<file path="src/rtl/vhd_chs_geometry_unit_assert.svh">
// Assertion macros for the VHD CHS geometry unit.
// No dependencies; included by the top level to check its own logic.
`ifndef VHD_CHS_GEOMETRY_UNIT_ASSERT_SVH
`define VHD_CHS_GEOMETRY_UNIT_ASSERT_SVH

`ifndef SYNTHESIS
// Same-cycle implication, disabled while reset is asserted.
`define VCG_ASSERT_IMPL(label, clk, rst_n, ante, cons) \
    label: assert property (@(posedge clk) disable iff (!(rst_n)) (ante) |-> (cons)) \
        else $error("assertion failed: implication");
// Next-cycle implication, disabled while reset is asserted.
`define VCG_ASSERT_NEXT(label, clk, rst_n, ante, cons) \
    label: assert property (@(posedge clk) disable iff (!(rst_n)) (ante) |=> (cons)) \
        else $error("assertion failed: next-cycle implication");
`else
`define VCG_ASSERT_IMPL(label, clk, rst_n, ante, cons)
`define VCG_ASSERT_NEXT(label, clk, rst_n, ante, cons)
`endif

`endif

</file>
<file path="src/rtl/vcg_pkg.sv">
// Constants for the VHD CHS geometry unit: sector limits, track codes and
// the reciprocal constants for division by 17, 31, 63, 255. No dependencies.
package vcg_pkg;

    // Sector count limits
    localparam logic [28:0] MAX_SECTORS = 29'd267382800;   // 65535*16*255
    localparam logic [28:0] BIG_SECTORS = 29'd66059280;    // 65535*16*63

    // Sectors per track codes
    localparam logic [7:0] SPT_17  = 8'd17;
    localparam logic [7:0] SPT_31  = 8'd31;
    localparam logic [7:0] SPT_63  = 8'd63;
    localparam logic [7:0] SPT_255 = 8'd255;

    // Head counts
    localparam logic [4:0] HEADS_MIN = 5'd4;
    localparam logic [4:0] HEADS_MAX = 5'd16;

    // Cylinder-times-heads limits (1024 cylinders per head)
    localparam logic [23:0] CTH_MIN_EXACT = 24'd4096;
    localparam logic [23:0] CTH_LIMIT     = 24'd16384;

    // Exact reciprocals ceil(2^k / d) for a 29-bit dividend
    localparam int unsigned SH17  = 34;
    localparam int unsigned SH31  = 34;
    localparam int unsigned SH63  = 35;
    localparam int unsigned SH255 = 37;
    localparam logic [29:0] M17  = 30'(((64'd1 << SH17)  + 64'd16)  / 64'd17);
    localparam logic [29:0] M31  = 30'(((64'd1 << SH31)  + 64'd30)  / 64'd31);
    localparam logic [29:0] M63  = 30'(((64'd1 << SH63)  + 64'd62)  / 64'd63);
    localparam logic [29:0] M255 = 30'(((64'd1 << SH255) + 64'd254) / 64'd255);

    // Shift for the divide-by-head reciprocal table
    localparam int unsigned SH_HEAD = 19;

    // ceil(2^19 / h) for h = 4..16; exact for dividends below 2^15
    function automatic logic [17:0] head_recip(input logic [4:0] h);
        logic [17:0] r;
        unique case (h)
            5'd4:    r = 18'd131072;
            5'd5:    r = 18'd104858;
            5'd6:    r = 18'd87382;
            5'd7:    r = 18'd74899;
            5'd8:    r = 18'd65536;
            5'd9:    r = 18'd58255;
            5'd10:   r = 18'd52429;
            5'd11:   r = 18'd47663;
            5'd12:   r = 18'd43691;
            5'd13:   r = 18'd40330;
            5'd14:   r = 18'd37450;
            5'd15:   r = 18'd34953;
            5'd16:   r = 18'd32768;
            default: r = 18'd0;
        endcase
        return r;
    endfunction

endpackage

</file>
<file path="src/rtl/vhd_chs_geometry_unit.sv">
// VHD CHS geometry unit: top level, depends on vcg_pkg and the assertion
// header. Turns a disk size in bytes into cylinders, heads and sectors per
// track. It takes one size per clock while o_stall is low. Each size passes
// through the register stages in order (clamp, reciprocal multiplies, track
// selection, divide by heads). A stall on the output holds the pipeline back
// stage by stage, filling bubbles first; o_stall follows i_stall in the same
// cycle once every stage holds a beat.
`include "vhd_chs_geometry_unit_assert.svh"

module vhd_chs_geometry_unit
    import vcg_pkg::*;
(
    input  logic        i_clk,
    input  logic        i_rst_n,
    input  logic        i_valid,
    output logic        o_stall,
    input  logic [47:0] i_disk_bytes,
    output logic        o_valid,
    input  logic        i_stall,
    output logic [15:0] o_cylinders,
    output logic [4:0]  o_heads,
    output logic [7:0]  o_track_sectors
);

    // Stage enables: a stage loads when empty or when the next one moves
    logic en1, en2, en3, en4;
    logic r_s1_valid, r_s2_valid, r_s3_valid, r_s4_valid;

    assign en4     = !r_s4_valid || !i_stall;
    assign en3     = !r_s3_valid || en4;
    assign en2     = !r_s2_valid || en3;
    assign en1     = !r_s1_valid || en2;
    assign o_stall = !en1;
    assign o_valid = r_s4_valid;

    // Advance the valid bits
    always_ff @(posedge i_clk) begin
        if (!i_rst_n) begin
            r_s1_valid <= 1'b0;
            r_s2_valid <= 1'b0;
            r_s3_valid <= 1'b0;
            r_s4_valid <= 1'b0;
        end else begin
            if (en1) r_s1_valid <= i_valid;
            if (en2) r_s2_valid <= r_s1_valid;
            if (en3) r_s3_valid <= r_s2_valid;
            if (en4) r_s4_valid <= r_s3_valid;
        end
    end

    // Stage 1: whole sectors, clamped at the geometry limit
    logic [38:0] sec_full;
    logic [28:0] n_s1_sec;
    logic [28:0] r_s1_sec;
    logic        r_s1_big;

    assign sec_full = i_disk_bytes[47:9];
    assign n_s1_sec = (sec_full > 39'(MAX_SECTORS)) ? MAX_SECTORS : sec_full[28:0];

    always_ff @(posedge i_clk) begin
        if (en1) begin
            r_s1_sec <= n_s1_sec;
            r_s1_big <= (n_s1_sec >= BIG_SECTORS);
        end
    end

    // Stage 2: divide by each track size through exact reciprocals
    logic [58:0] p17, p31, p63, p255;
    logic [23:0] r_s2_q17, r_s2_q31;
    logic [22:0] r_s2_q63;
    logic [20:0] r_s2_q255;
    logic        r_s2_big;

    assign p17  = 59'(r_s1_sec) * 59'(M17);
    assign p31  = 59'(r_s1_sec) * 59'(M31);
    assign p63  = 59'(r_s1_sec) * 59'(M63);
    assign p255 = 59'(r_s1_sec) * 59'(M255);

    always_ff @(posedge i_clk) begin
        if (en2) begin
            r_s2_q17  <= p17[SH17 +: 24];
            r_s2_q31  <= p31[SH31 +: 24];
            r_s2_q63  <= p63[SH63 +: 23];
            r_s2_q255 <= p255[SH255 +: 21];
            r_s2_big  <= r_s1_big;
        end
    end

    // Stage 3: pick the track size and head count
    logic [14:0] h17_ceil;
    logic [4:0]  h17;
    logic        take31;
    logic        take63;
    logic [7:0]  n_s3_spt;
    logic [4:0]  n_s3_heads;
    logic [15:0] n_s3_cyl16;
    logic        n_s3_small;
    logic [7:0]  r_s3_spt;
    logic [4:0]  r_s3_heads;
    logic [15:0] r_s3_cyl16;
    logic        r_s3_small;
    logic [14:0] r_s3_q17;
    logic [17:0] r_s3_recip;

    assign h17_ceil = 15'(r_s2_q17[23:10]) + 15'(|r_s2_q17[9:0]);
    assign h17      = (h17_ceil < 15'(HEADS_MIN)) ? HEADS_MIN : h17_ceil[4:0];
    // 17 fails when the product needs more than 16 heads or fills its heads exactly
    assign take31   = (r_s2_q17 > CTH_LIMIT)
                   || ((r_s2_q17 >= CTH_MIN_EXACT) && (r_s2_q17[9:0] == 10'd0));
    assign take63   = (r_s2_q31 >= CTH_LIMIT);

    always_comb begin
        n_s3_small = 1'b0;
        n_s3_heads = HEADS_MAX;
        n_s3_spt   = SPT_255;
        n_s3_cyl16 = r_s2_q255[19:4];
        if (!r_s2_big) begin
            if (!take31) begin
                n_s3_small = 1'b1;
                n_s3_heads = h17;
                n_s3_spt   = SPT_17;
                n_s3_cyl16 = 16'd0;
            end else if (take63) begin
                n_s3_spt   = SPT_63;
                n_s3_cyl16 = r_s2_q63[19:4];
            end else begin
                n_s3_spt   = SPT_31;
                n_s3_cyl16 = r_s2_q31[19:4];
            end
        end
    end

    always_ff @(posedge i_clk) begin
        if (en3) begin
            r_s3_spt   <= n_s3_spt;
            r_s3_heads <= n_s3_heads;
            r_s3_cyl16 <= n_s3_cyl16;
            r_s3_small <= n_s3_small;
            r_s3_q17   <= r_s2_q17[14:0];
            r_s3_recip <= head_recip(n_s3_heads);
        end
    end

    // Stage 4: divide by a variable head count on the 17-sector path
    logic [32:0] p_head;
    logic [15:0] n_s4_cyl;

    assign p_head   = 33'(r_s3_q17) * 33'(r_s3_recip);
    assign n_s4_cyl = r_s3_small ? 16'(p_head[32:SH_HEAD]) : r_s3_cyl16;

    always_ff @(posedge i_clk) begin
        if (en4) begin
            o_cylinders     <= n_s4_cyl;
            o_heads         <= r_s3_heads;
            o_track_sectors <= r_s3_spt;
        end
    end

    // Checks
    `VCG_ASSERT_IMPL(a_stall_needs_item, i_clk, i_rst_n, o_stall, r_s1_valid)
    `VCG_ASSERT_IMPL(a_wide_track_full_heads, i_clk, i_rst_n,
        o_valid && (o_track_sectors != SPT_17), o_heads == HEADS_MAX)
    `VCG_ASSERT_IMPL(a_track_code, i_clk, i_rst_n, o_valid,
        (o_track_sectors == SPT_17) || (o_track_sectors == SPT_31)
        || (o_track_sectors == SPT_63) || (o_track_sectors == SPT_255))
    `VCG_ASSERT_NEXT(a_held_under_stall, i_clk, i_rst_n, r_s4_valid && i_stall,
        r_s4_valid && $stable(o_cylinders) && $stable(o_heads))

endmodule
</file>
<file path="config.mk">
export PLATFORM = sky130hd
export DESIGN_NAME = vhd_chs_geometry_unit
export DESIGN_NICKNAME = d
export VERILOG_FILES = /design/src/rtl/vcg_pkg.sv /design/src/rtl/vhd_chs_geometry_unit.sv
export VERILOG_INCLUDE_DIRS = /design/src /design/src/rtl
export SDC_FILE = /design/constraint.sdc
export NUM_CORES = 2
export LEC_CHECK = 0
export BUFFER_PORTS_ARGS = -buffer_cell sky130_fd_sc_hd__buf_2
export CORE_UTILIZATION = 45
export DETAILED_ROUTE_END_ITERATION = 10
export SETUP_SLACK_MARGIN = 0.15
export SLEW_MARGIN = 20
export SYNTH_ARGS = -nofsm -noshare
export SYNTH_HDL_FRONTEND = slang
export SYNTH_SLANG_ARGS = --single-unit
</file>
<file path="constraint.sdc">
create_clock -name i_clk -period 7.9 [get_ports i_clk]
set_input_delay 0.79 -clock i_clk [delete_from_list [all_inputs] [get_ports i_clk]]
set_output_delay 0.79 -clock i_clk [all_outputs]
set_load 0.005 [all_outputs]
</file>
==> flow_metrics.env <==
export IMPL_use_met2_pct=35.9
export IMPL_die_height_um=305
export IMPL_cpMaxStageDelayCell="fa_1"
export IMPL_drt_pass1_iterations=5
export IMPL_setup_viol=0
export IMPL_postCtsHoldBufs=0
export IMPL_cts_tree="done"
export IMPL_pin_count=83
export IMPL_fin_crit_ns=7.51
export IMPL_dp_cells=5226
export IMPL_grt_max_degree=59
export IMPL_powerDensity_mw_per_mm2=84.7
export IMPL_crit_type="reg -> reg"
export IMPL_drt_iter0_drc=1246
export IMPL_grt_overflow=0
export IMPL_timing_final_max_slew_violations=0
export IMPL_crit_fanout=4
export IMPL_yosysWarnings=0
export IMPL_synth_distinct_cells=76
export IMPL_grt_busiest_layer="met2"
export IMPL_rows=110
export IMPL_min_path_type="reg -> reg"
export IMPL_fin_nets=5746
export IMPL_routed_wl_um=95900
export IMPL_clk_latency_ns=0.49
export IMPL_grt_pass1_vias=28441
export IMPL_use_met1_pct=30.5
export IMPL_fin_skew_ns=0.0227
export IMPL_clk_pin_slew_ns=0.09
export IMPL_setup_tns_final_ns=0
export IMPL_worst_ep_arrival_time_ns=7.74
export IMPL_cp_top_family="adder cells"
export IMPL_hold_viol=0
export IMPL_cts_sinks=193
export IMPL_hpwl_um=83600
export IMPL_cp_required_ns=8.13
export IMPL_synth_area_mm2=0.0413
export IMPL_post_drt_wl_per_cell_um=18.2
export IMPL_p_leak_nw=23.9
export IMPL_cp_num_buf_inv=6
export IMPL_viasPerCell=5.19
export IMPL_clockRootBuffer="clkbuf_16"
export IMPL_drc=0
export IMPL_netlist_instances=3961
export IMPL_final_layout_size_suffix_gt1_share_pct=5.79
export IMPL_async_flop_share_pct=0
export IMPL_crit_top_cell="fa_1"
export IMPL_ys_flop_type="edfxtp_1"
export IMPL_synth_edff_count=189
export IMPL_die_x_um=305
export IMPL_fill_cells=8415
export IMPL_ir_drop_uv=149
export IMPL_status="complete, no violations"
export IMPL_grt_met3_usage_pct=2.38
export IMPL_ys_seq_elements=193
export IMPL_h_tree_depth=4
export IMPL_max_slew_worst_pin_slew_ns=1.01
export IMPL_start_util_pct=45.6
export IMPL_die_area_mm2=0.0931
export IMPL_maxCapViolations=0
export IMPL_antenna_left=0
export IMPL_fin_ws_ns=0.388
export IMPL_core_mm2=0.0906
export IMPL_crit_path_max_incr_delay_ns=0.58
export IMPL_grt_pass1_wl_um=155000
export IMPL_grt_total_usage_pct=21.6
export IMPL_via_count=27360
export IMPL_period_share_pct=95.1
export IMPL_rsz0062_at_grt="no"
export IMPL_end_kind="flop"
export IMPL_portBuffers=71
export IMPL_start_kind="flop"
export IMPL_worst_hold_slack_ns=0.422
export IMPL_area_growth_pct=7.20
export IMPL_max_slew_margin_pct=32.7
export IMPL_numCtsBuffers=17
export IMPL_final_cells=5268
export IMPL_yosysSeqAreaShare_pct=13.9
export IMPL_place_ws_ns=0.0764
export IMPL_avgSynthCellArea_um2=10.4
export IMPL_antenna_found_initial=1
export IMPL_fmax_mhz=133
export IMPL_clockBufferDepth=2
export IMPL_gp_congestion=0.933
[metrics by stage]
stage	util [%]	power, mW	instance area [µm²]
6_report	48.9	3.75	44300
5_1_grt	48.9	4.02	44300
4_1_cts	48.7	3.79	44100
3_5_place_dp	48.0	2.84	43500
3_3_place_gp	48.0	2.83	43500
2_1_floorplan	-	2.38	41300
[logic make-up after synthesis]
family	after synthesis	synth area share (%)
DFF	193	13.9
muxes	25	0.645
buffers and inverters	979	8.94
and+or+nand+nor	624	7.34
xor gates and xnor gates	105	2.22
adders and majority gates	1616	60.2
other	2	0.0182
AOI/OAI and AO/OA	417	6.67
[cell type report]
class                           instances  area, µm²  share of cell area, %
Multi-Input combinational cell       2790      32000                   72.3
Sequential cell                       193       5760                   13.0
Inverter                              922       3460                   7.81
Tap cell                             1176       1470                   3.32
Timing Repair Buffer                  154        978                   2.21
Clock buffer                           17        425                  0.960
Clock inverter                         15        201                  0.455
Antenna cell                            1       2.50                0.00565
[final timing paths]
kind	start	to	slack, ns	depth (start not counted)
min	r_s3_spt[5]	o_track_sectors[5]	0.42	0
min reg2reg	r_s3_spt[5]	o_track_sectors[5]	0.42	0
max	r_s1_sec[10]	r_s2_q17[19]	0.39	25
max reg2reg	r_s1_sec[10]	r_s2_q17[19]	0.39	25
[registers in the layout, indices dropped and copies added (netlist names)]
register / flops
r_s2_q17: 24
r_s3_recip: 18
o_cylinders: 16
r_s3_small: 1
r_s3_spt: 3
o_track_sectors: 3
r_s3_heads: 5
o_valid: 1
r_s1_big: 1
r_s3_cyl16: 16
r_s2_valid: 1
r_s3_q17: 15
r_s2_q63: 16
r_s2_big: 1
r_s1_sec: 29
r_s1_valid: 1
r_s2_q255: 16
r_s3_valid: 1
r_s2_q31: 20
o_heads: 5
[timing repair]
action | in CTS | in global routing
resized for setup | 2 | 20
pin swaps | 1 | 9
hold endpoints to repair | 0 | 0
endpoints found under the setup margin | 4 | 12
setup buffers | 0 | 9
[synth_stat cells, types with 17 or more instances]
| library cell | number | share of area [%] |
|---|---|---|
| fa_1 | 624 | 30 |
| xor2_1 | 33 | 0.70 |
| nand4_1 | 27 | 0.41 |
| inv_1 | 921 | 8.4 |
| clkbuf_1 | 49 | 0.44 |
| nor2b_1 | 20 | 0.30 |
| nor2_1 | 72 | 0.65 |
| o21a_1 | 17 | 0.31 |
| o21ai_0 | 48 | 0.58 |
| nand3_1 | 49 | 0.59 |
| nand2b_1 | 22 | 0.33 |
| xnor2_1 | 72 | 1.5 |
| and2_1 | 120 | 1.8 |
| nand2_1 | 256 | 2.3 |
| a211oi_1 | 19 | 0.35 |
| edfxtp_1 | 189 | 14 |
| a21oi_1 | 128 | 1.5 |
| ha_1 | 992 | 30 |
| a21o_1 | 68 | 1.2 |
[worst register-to-register path: cells and delay by family, from the launching register on]
family	cells	cell delay, ns
adder cells (fa/ha/maj)	9	4.11
buffers and inverters	6	0.46
AO/OA/AOI/OAI	9	2.13
XOR/XNOR	1	0.14
flip-flops	1	0.43
[power by group]
part,internal [mW],switching [mW]
clock,0.439,0.487
combinational,0.557,0.757
sequential,1.29,0.220
[cells in the final DEF (no fill, tap or decap), types with 13 or more instances in the layout]
| cell | synthesis | final |
|---|---|---|
| nor2_1 | 72 | 72 |
| inv_1 | 921 | 916 |
| nand4_1 | 27 | 27 |
| edfxtp_1 | 189 | 189 |
| mux2_2 | 13 | 13 |
| xor2_1 | 33 | 33 |
| ha_1 | 992 | 989 |
| clkbuf_16 | 0 | 17 |
| buf_2 | 1 | 71 |
| and2_1 | 120 | 120 |
| nand2_1 | 256 | 255 |
| o21ai_0 | 48 | 48 |
| and3_1 | 15 | 15 |
| nand3_1 | 49 | 48 |
| buf_4 | 5 | 83 |
| a21oi_1 | 128 | 124 |
| nand2b_1 | 22 | 22 |
| fa_1 | 624 | 622 |
| nor2b_1 | 20 | 20 |
| o21ai_1 | 16 | 15 |
| a211oi_1 | 19 | 18 |
| o21a_1 | 17 | 17 |
| a21o_1 | 68 | 68 |
| xnor2_1 | 72 | 72 |
[routing by layer]
metal	vias up	wire [µm]
met5	-	0
met4	0	1510
met3	76	4240
met1	13557	45000
met2	554	45100
li1	13173	-
(Power assumes the default switching activity.)
